==> src/vb128_pkg.sv <==
`default_nettype none

package vb128_pkg;

   localparam logic [7:0] PAYLOAD_MASK  = 8'h7f;
   localparam logic [7:0] CONT_BIT      = 8'h80;
   localparam logic [6:0] BITS_PER_BYTE = 7'd7;
   localparam int         ValueWidth    = 64;
   localparam int         IndexWidth    = 4;

   localparam logic STATUS_OK    = 1'b0;
   localparam logic STATUS_ERROR = 1'b1;

   typedef enum logic [1:0] {
      WIDTH_8  = 2'd0,
      WIDTH_16 = 2'd1,
      WIDTH_32 = 2'd2,
      WIDTH_64 = 2'd3
   } width_mode_type;

   typedef struct packed {
      logic [7:0] data_byte;
      logic       buffer_last;
   } req_word_type;

   typedef struct packed {
      logic [ValueWidth-1:0] decoded_value;
      logic                  status;
   } rsp_word_type;

   // most bytes one value may span, 8*bytes/7+1
   function automatic logic [IndexWidth:0] byte_limit(input width_mode_type mode);
      logic [IndexWidth:0] lim;
      unique case (mode)
         WIDTH_8:  lim = 5'd2;
         WIDTH_16: lim = 5'd3;
         WIDTH_32: lim = 5'd5;
         WIDTH_64: lim = 5'd10;
         default:  lim = 5'd10;
      endcase
      return lim;
   endfunction

   function automatic logic [ValueWidth-1:0] width_mask(input width_mode_type mode);
      logic [ValueWidth-1:0] m;
      unique case (mode)
         WIDTH_8:  m = 64'h0000_0000_0000_00ff;
         WIDTH_16: m = 64'h0000_0000_0000_ffff;
         WIDTH_32: m = 64'h0000_0000_ffff_ffff;
         WIDTH_64: m = 64'hffff_ffff_ffff_ffff;
         default:  m = 64'hffff_ffff_ffff_ffff;
      endcase
      return m;
   endfunction

endpackage

`default_nettype wire

==> src/vb128_decode.sv <==
`default_nettype none

module vb128_decode (
   input  wire logic                     clock,
   input  wire logic                     reset,
   input  wire logic                     accept,
   input  wire vb128_pkg::req_word_type  req_data,
   input  wire vb128_pkg::width_mode_type width_mode,
   output logic                          res_valid,
   output vb128_pkg::rsp_word_type       res_data
);

   logic [vb128_pkg::ValueWidth-1:0] acc_ff, acc_in;
   logic [vb128_pkg::IndexWidth-1:0] byte_index_ff, byte_index_in;

   logic [6:0]                       shift_amt;
   logic                             in_range;
   logic [vb128_pkg::ValueWidth-1:0] payload;
   logic [vb128_pkg::ValueWidth-1:0] merged;
   logic                             cont;
   logic                             limit_hit;

   always_comb begin
      shift_amt = 7'(byte_index_ff) * vb128_pkg::BITS_PER_BYTE;
      in_range  = shift_amt < 7'd64;
      payload   = 64'(req_data.data_byte & vb128_pkg::PAYLOAD_MASK);
      merged    = acc_ff | (in_range ? (payload << shift_amt[5:0]) : '0);
      cont      = |(req_data.data_byte & vb128_pkg::CONT_BIT);
      limit_hit = ({1'b0, byte_index_ff} + 5'd1) >= vb128_pkg::byte_limit(width_mode);

      res_valid              = 1'b0;
      res_data.decoded_value = '0;
      res_data.status        = vb128_pkg::STATUS_OK;
      acc_in                 = acc_ff;
      byte_index_in          = byte_index_ff;

      if (accept) begin
         if (!cont) begin
            res_valid              = 1'b1;
            res_data.decoded_value = merged & vb128_pkg::width_mask(width_mode);
            acc_in                 = '0;
            byte_index_in          = '0;
         end else if (req_data.buffer_last || limit_hit) begin
            // stream ended or too many bytes while value still open
            res_valid       = 1'b1;
            res_data.status = vb128_pkg::STATUS_ERROR;
            acc_in          = '0;
            byte_index_in   = '0;
         end else begin
            acc_in        = merged;
            byte_index_in = byte_index_ff + 4'd1;
         end
      end
   end

   always_ff @(posedge clock) begin
      if (reset) begin
         acc_ff        <= '0;
         byte_index_ff <= '0;
      end else begin
         acc_ff        <= acc_in;
         byte_index_ff <= byte_index_in;
      end
   end

   a_index_bound: assert property (@(posedge clock) disable iff (reset)
      byte_index_ff <= 4'd9)
      else $error("byte index beyond largest limit");

   a_clear_after_result: assert property (@(posedge clock) disable iff (reset)
      res_valid |=> (byte_index_ff == '0) && (acc_ff == '0))
      else $error("state not cleared after result");

   a_error_zero: assert property (@(posedge clock) disable iff (reset)
      res_valid && (res_data.status == vb128_pkg::STATUS_ERROR)
         |-> res_data.decoded_value == '0)
      else $error("error result carries a value");

endmodule

`default_nettype wire

==> src/vb128_out_buf.sv <==
`default_nettype none

module vb128_out_buf (
   input  wire logic                    clock,
   input  wire logic                    reset,
   input  wire logic                    res_valid,
   input  wire vb128_pkg::rsp_word_type res_data,
   output logic                         full,
   output logic                         rsp_valid,
   input  wire logic                    rsp_stall,
   output vb128_pkg::rsp_word_type      rsp_data
);

   logic                    out_valid_ff, out_valid_in;
   vb128_pkg::rsp_word_type out_data_ff, out_data_in;
   logic                    skid_valid_ff, skid_valid_in;
   vb128_pkg::rsp_word_type skid_data_ff, skid_data_in;
   logic                    out_free;

   always_comb begin
      out_free      = !out_valid_ff || !rsp_stall;
      out_valid_in  = out_valid_ff;
      out_data_in   = out_data_ff;
      skid_valid_in = skid_valid_ff;
      skid_data_in  = skid_data_ff;

      if (out_free) begin
         if (skid_valid_ff) begin
            // input is stalled while skid holds a word
            out_valid_in  = 1'b1;
            out_data_in   = skid_data_ff;
            skid_valid_in = 1'b0;
         end else begin
            out_valid_in = res_valid;
            out_data_in  = res_data;
         end
      end else if (res_valid) begin
         skid_valid_in = 1'b1;
         skid_data_in  = res_data;
      end
   end

   always_ff @(posedge clock) begin
      if (reset) begin
         out_valid_ff  <= 1'b0;
         skid_valid_ff <= 1'b0;
      end else begin
         out_valid_ff  <= out_valid_in;
         skid_valid_ff <= skid_valid_in;
      end
      out_data_ff  <= out_data_in;
      skid_data_ff <= skid_data_in;
   end

   assign full      = skid_valid_ff;
   assign rsp_valid = out_valid_ff;
   assign rsp_data  = out_data_ff;

   a_skid_behind_out: assert property (@(posedge clock) disable iff (reset)
      skid_valid_ff |-> out_valid_ff)
      else $error("skid holds a word while output is empty");

   a_skid_fill: assert property (@(posedge clock) disable iff (reset)
      $rose(skid_valid_ff) |-> $past(out_valid_ff && rsp_stall && res_valid))
      else $error("skid filled without a stalled output");

   a_no_overrun: assert property (@(posedge clock) disable iff (reset)
      skid_valid_ff |-> !res_valid)
      else $error("new result while skid is full");

endmodule

`default_nettype wire

==> src/varint_base128_decoder_core.sv <==
`default_nettype none

// unsigned base-128 varint decoder, one encoded byte per word
// a result word is registered on rsp_ (or in the skid while rsp_ stalls) from the
// byte that completes it; throughput: one byte accepted per cycle while req_stall
// is low; the decode and accumulate step is one shift-or and a counter update, and
// a two-word output buffer takes one more word in a stall; reset clears the accumulator
// and byte count, empties the output buffer and sets the result width to 64 bits
module varint_base128_decoder_core (
   input  wire logic                    clock,
   input  wire logic                    reset,
   input  wire logic                    req_valid,
   output logic                         req_stall,
   input  wire vb128_pkg::req_word_type req_data,
   output logic                         rsp_valid,
   input  wire logic                    rsp_stall,
   output vb128_pkg::rsp_word_type      rsp_data,
   input  wire logic                    csr_valid,
   output logic                         csr_ready,
   input  wire logic [1:0]              csr_data
);

   vb128_pkg::width_mode_type width_mode_ff, width_mode_in;
   logic                      accept;
   logic                      res_valid;
   vb128_pkg::rsp_word_type   res_data;
   logic                      buf_full;

   assign csr_ready = 1'b1;
   assign req_stall = buf_full;
   assign accept    = req_valid && !buf_full;

   always_comb begin
      width_mode_in = width_mode_ff;
      if (csr_valid && csr_ready) begin
         width_mode_in = vb128_pkg::width_mode_type'(csr_data);
      end
   end

   always_ff @(posedge clock) begin
      if (reset) begin
         width_mode_ff <= vb128_pkg::WIDTH_64;
      end else begin
         width_mode_ff <= width_mode_in;
      end
   end

   vb128_decode u_decode (
      .clock      (clock),
      .reset      (reset),
      .accept     (accept),
      .req_data   (req_data),
      .width_mode (width_mode_ff),
      .res_valid  (res_valid),
      .res_data   (res_data)
   );

   vb128_out_buf u_out_buf (
      .clock     (clock),
      .reset     (reset),
      .res_valid (res_valid),
      .res_data  (res_data),
      .full      (buf_full),
      .rsp_valid (rsp_valid),
      .rsp_stall (rsp_stall),
      .rsp_data  (rsp_data)
   );

endmodule

`default_nettype wire

==> config.mk <==
export PLATFORM = sky130hd
export DESIGN_NAME = varint_base128_decoder_core
export DESIGN_NICKNAME = d
export VERILOG_FILES = /design/src/vb128_pkg.sv /design/src/vb128_decode.sv /design/src/vb128_out_buf.sv /design/src/varint_base128_decoder_core.sv
export SDC_FILE = /design/constraint.sdc
export NUM_CORES = 1
export LEC_CHECK = 0
export BUFFER_PORTS_ARGS = -buffer_cell sky130_fd_sc_hd__buf_4
export CORE_MARGIN = 5
export CORE_UTILIZATION = 35
export CTS_BUF_LIST = sky130_fd_sc_hd__clkbuf_8 sky130_fd_sc_hd__clkbuf_16
export CTS_CLUSTER_DIAMETER = 200
export DETAILED_ROUTE_END_ITERATION = 6
export GPL_TIMING_DRIVEN = 0
export RECOVER_POWER = 50
export SYNTH_ARGS = -nofsm -noshare
export SYNTH_HDL_FRONTEND = slang
export SYNTH_SLANG_ARGS = --single-unit
==> constraint.sdc <==
create_clock -name clock -period 8.28 [get_ports clock]
set_input_delay 1.656 -clock clock [delete_from_list [all_inputs] [get_ports clock]]
set_output_delay 1.656 -clock clock [all_outputs]
set_load 0.01 [all_outputs]
==> impl_metrics.csv <==
group,metric,value,unit
synthesis,synthFlopType,"edfxtp_1",
setup_path,crit_type,"reg2reg",
synthesis,synth_edf_count,130,
setup_path,crit_slowest_cell,"nor3_1",
floorplanning,num_io_pins,84,
sta,finalHoldViolations,0,
sta,period_share,0.632,
synthesis,synth_commonest_cells,"130 x edfxtp_1, 98 x nand2_1, 98 x nor2_1",
placed_design,place_ws,3.86,ns
global_routing,antenna_found_initial,0,
setup_path,path_common_cell,"clkbuf_1",
synthesis,synth_warnings,0,
route,num_vias,7161,
cells_and_area,antenna_cells,0,
route,drtIter0Drc,624,
global_routing,grt_pass1_wl,39.8,mm
status,failed_checks,"max-capacitance violations, max-slew violations",
clock_tree,cts-root-buf,"clkbuf_16",
synthesis,ys_types,72,
placed_design,dp_hpwl,19.0,mm
clock_tree,htreeDepth,1,
cells_and_area,drive_gt1_frac,0.0811,
synthesis,synthDominantCellAreaShare,0.424,
floorplanning,die_w,172,µm
floorplanning,start_util,0.354,
route,avgViaCountPerCell,5.42,
global_routing,grt_overflow_total,0,
synthesis,ys_seq_elements,202,
clock_tree,insertion_delay,0.50,ns
sta,relSlewSlack,-0.388,
floorplanning,die_area,29600,µm²
global_routing,grt_pass1_vias,6917,
sta,rsz0062_at_grt,"no",
clock_tree,cts_setup_buffers,0,
sta,finalMaxSlewViolations,41,
synthesis,yosysSeqAreaShare,0.581,
sta,fin_worst_skew,0.0133,ns
setup_path,worst_setup_path_end_kind,"register",
synthesis,synthTopCellsByArea,"edfxtp_1 42%, dfxtp_1 16%, a21oi_1 4.2%",
placed_design,port_buffers,82,
status,run_status,"complete, but fails checks",
sta,fmax,191,MHz
clock_tree,cts_hold_buf,0,
route,post_drt_wl_per_cell,19.8,µm
route,drcViolationCount,0,
floorplanning,rows,59,
global_routing,grtUsageTotal,0.172,
clock_tree,cts-resized-gates,0,
synthesis,avgSynthCellArea,10.7,µm²
synthesis,synth_cells,858,
synthesis,synth_async_sr_flop_share,0,
sta,tightest_slew,2.08,ns
cells_and_area,syn2layout_area_growth,17.1,%
placed_design,gp_congestion,0.935,
setup_path,cp.required,8.40,ns
route,totalWireLength,26.2,mm
floorplanning,die_h,172,µm
floorplanning,coreArea,26000,µm²
synthesis,synth_most_common_cell,"edfxtp_1",
power,leakage,3.79,nW
clock_tree,path_clk_slew,0.06,ns
power,ir_drop,116,µV
min_path,hold_class,"reg2reg",
clock_tree,cts_buffers,22,
flow_run,drv_cap,1,
global_routing,grt_max_degree,41,
clock_tree,cts_tree,"yes",
synthesis,synth_nets,893,
synthesis,yosys.area.top_type,"edfxtp_1",
setup_path,crit_chain,"clkbuf_1 > clkbuf_1 > nand2_1 > xnor2_1 > ha_1 > inv_1 > o211a_1 > clkbuf_1 > nor3_1 > clkbuf_1 > clkbuf_1 > clkbuf_1",
route,postRouteAntennaNets,0,
power,power,0.00233,W
sta,fin_ws,3.05,ns
sta,setup_violations,0,
power,power.density,216,nW/µm²
sta,fin_crit,5.23,ns
route,drtPass1Iterations,5,
setup_path,path_max_fanout,13,
synthesis,syn-cell-area,9200,µm²
cells_and_area,fin_nets,1006,
clock_tree,cts_max_path_buffers,3,
setup_path,slowest_delay,0.75,ns
setup_path,startpoint_type,"register",
setup_path,cp.arrival,5.35,ns
clock_tree,clock_sinks,202,
-- registers in the layout (all words and copies together) (netlist names) --
signal,count
u_decode.acc_ff,64
u_decode.byte_index_ff,4
u_out_buf.full,1
width_mode_ff,2
u_out_buf.skid_data_ff,65
u_out_buf.rsp_valid,1
u_out_buf.rsp_data,65
-- critical path: cells and delay by family, from the launching register on --
family / cells / cell delay (ns)
XOR/XNOR: 1 / 0.16
flip-flops: 1 / 0.44
adder cells (fa/ha/maj): 1 / 0.29
AO/OA/AOI/OAI: 1 / 0.23
buffers and inverters: 7 / 2.83
AND/OR/NAND/NOR: 2 / 0.88
-- area by class of cell --
cell class                 count  area [µm²]
clock inverter                10        78.8
buffer                        47         206
multi-input combinational    584        3550
clock buffer                  30         694
fill                        2571       15200
tap                          335         419
inverter                      25        93.8
sequential                   202        5350
timing repair buffer          89         387
-- report_power, final --
part,internal (W),switching (W)
combinational,0.0000561,0.000151
sequential,0.00110,0.00000983
clock,0.000618,0.000397
-- metal layers --
metal | track usage | routed length (µm) | up-vias
li1 | - | - | 3422
met1 | 0.254 | 12400 | 3470
met2 | 0.272 | 11700 | 229
met3 | 0.0247 | 1630 | 40
met4 | 0.0362 | 437 | 0
met5 | 0 | 0 | -
-- through the flow --
stage / area, µm² / setup TNS (ns) / hold WS [ns] / util / std cells
2_1_floorplan: 9210 / 0 / 0.426 / - / 858
3_3_place_gp: 10200 / -179.34 / 0.439 / 0.394 / 1275
3_5_place_dp: 10300 / 0 / 0.440 / 0.398 / 1282
4_1_cts: 11100 / 0 / 0.459 / 0.428 / 1322
5_1_grt: 10800 / 0 / 0.484 / 0.415 / 1322
6_report: 10800 / 0 / 0.453 / 0.415 / 1322
-- layout by cell type (no fill, tap or decap), types with 4 or more instances in the layout --
cell and count:
mux2i_1 8, mux2_2 7, clkbuf_16 25, nand3_1 14, o21a_1 7, inv_1 27, clkbuf_8 5, a221o_1 11
o21ai_1 37, nor2_1 98, edfxtp_1 130, dfxtp_1 72, and3_1 5, a21oi_1 77, o211ai_1 27, ha_1 15
nor2b_1 7, o2bb2ai_1 9, fa_1 4, a21o_1 10, nand2_1 98, clkbuf_1 105, xnor2_1 6, buf_2 12
buf_4 15, nand4_1 6, o22a_1 5, o21ai_0 15, nand2b_1 6, a31oi_1 20, nor3_1 12, o22ai_1 9
a22o_1 8
-- cells by family (layout without fill, tap and decap cells) --
kind of cell	after synthesis	count (layout)	synth area share
compound gates	266	266	0.191
xor+xnor	9	9	0.00857
fa+ha+maj	19	19	0.0291
buf+inv	72	201	0.0330
flops	202	202	0.581
mux	18	18	0.0246
other cells	1	1	0.000407
simple gates	271	271	0.132
-- path summary, 6_finish.rpt --
check	startpoint	to	slack (ns)	depth (start not counted)
worst min register to register	u_decode.acc_ff[38]$_SDFFE_PP0P_	u_decode.acc_ff[38]$_SDFFE_PP0P_	0.45	2
worst max register to register	u_decode.byte_index_ff[0]$_SDFFE_PP0P_	u_out_buf.skid_data_ff[59]$_DFFE_PP_	3.05	12
worst max-delay path	u_decode.byte_index_ff[0]$_SDFFE_PP0P_	u_out_buf.skid_data_ff[59]$_DFFE_PP_	3.05	12
worst min-delay path	u_decode.acc_ff[38]$_SDFFE_PP0P_	u_decode.acc_ff[38]$_SDFFE_PP0P_	0.45	2
(Power assumes the default switching activity.)
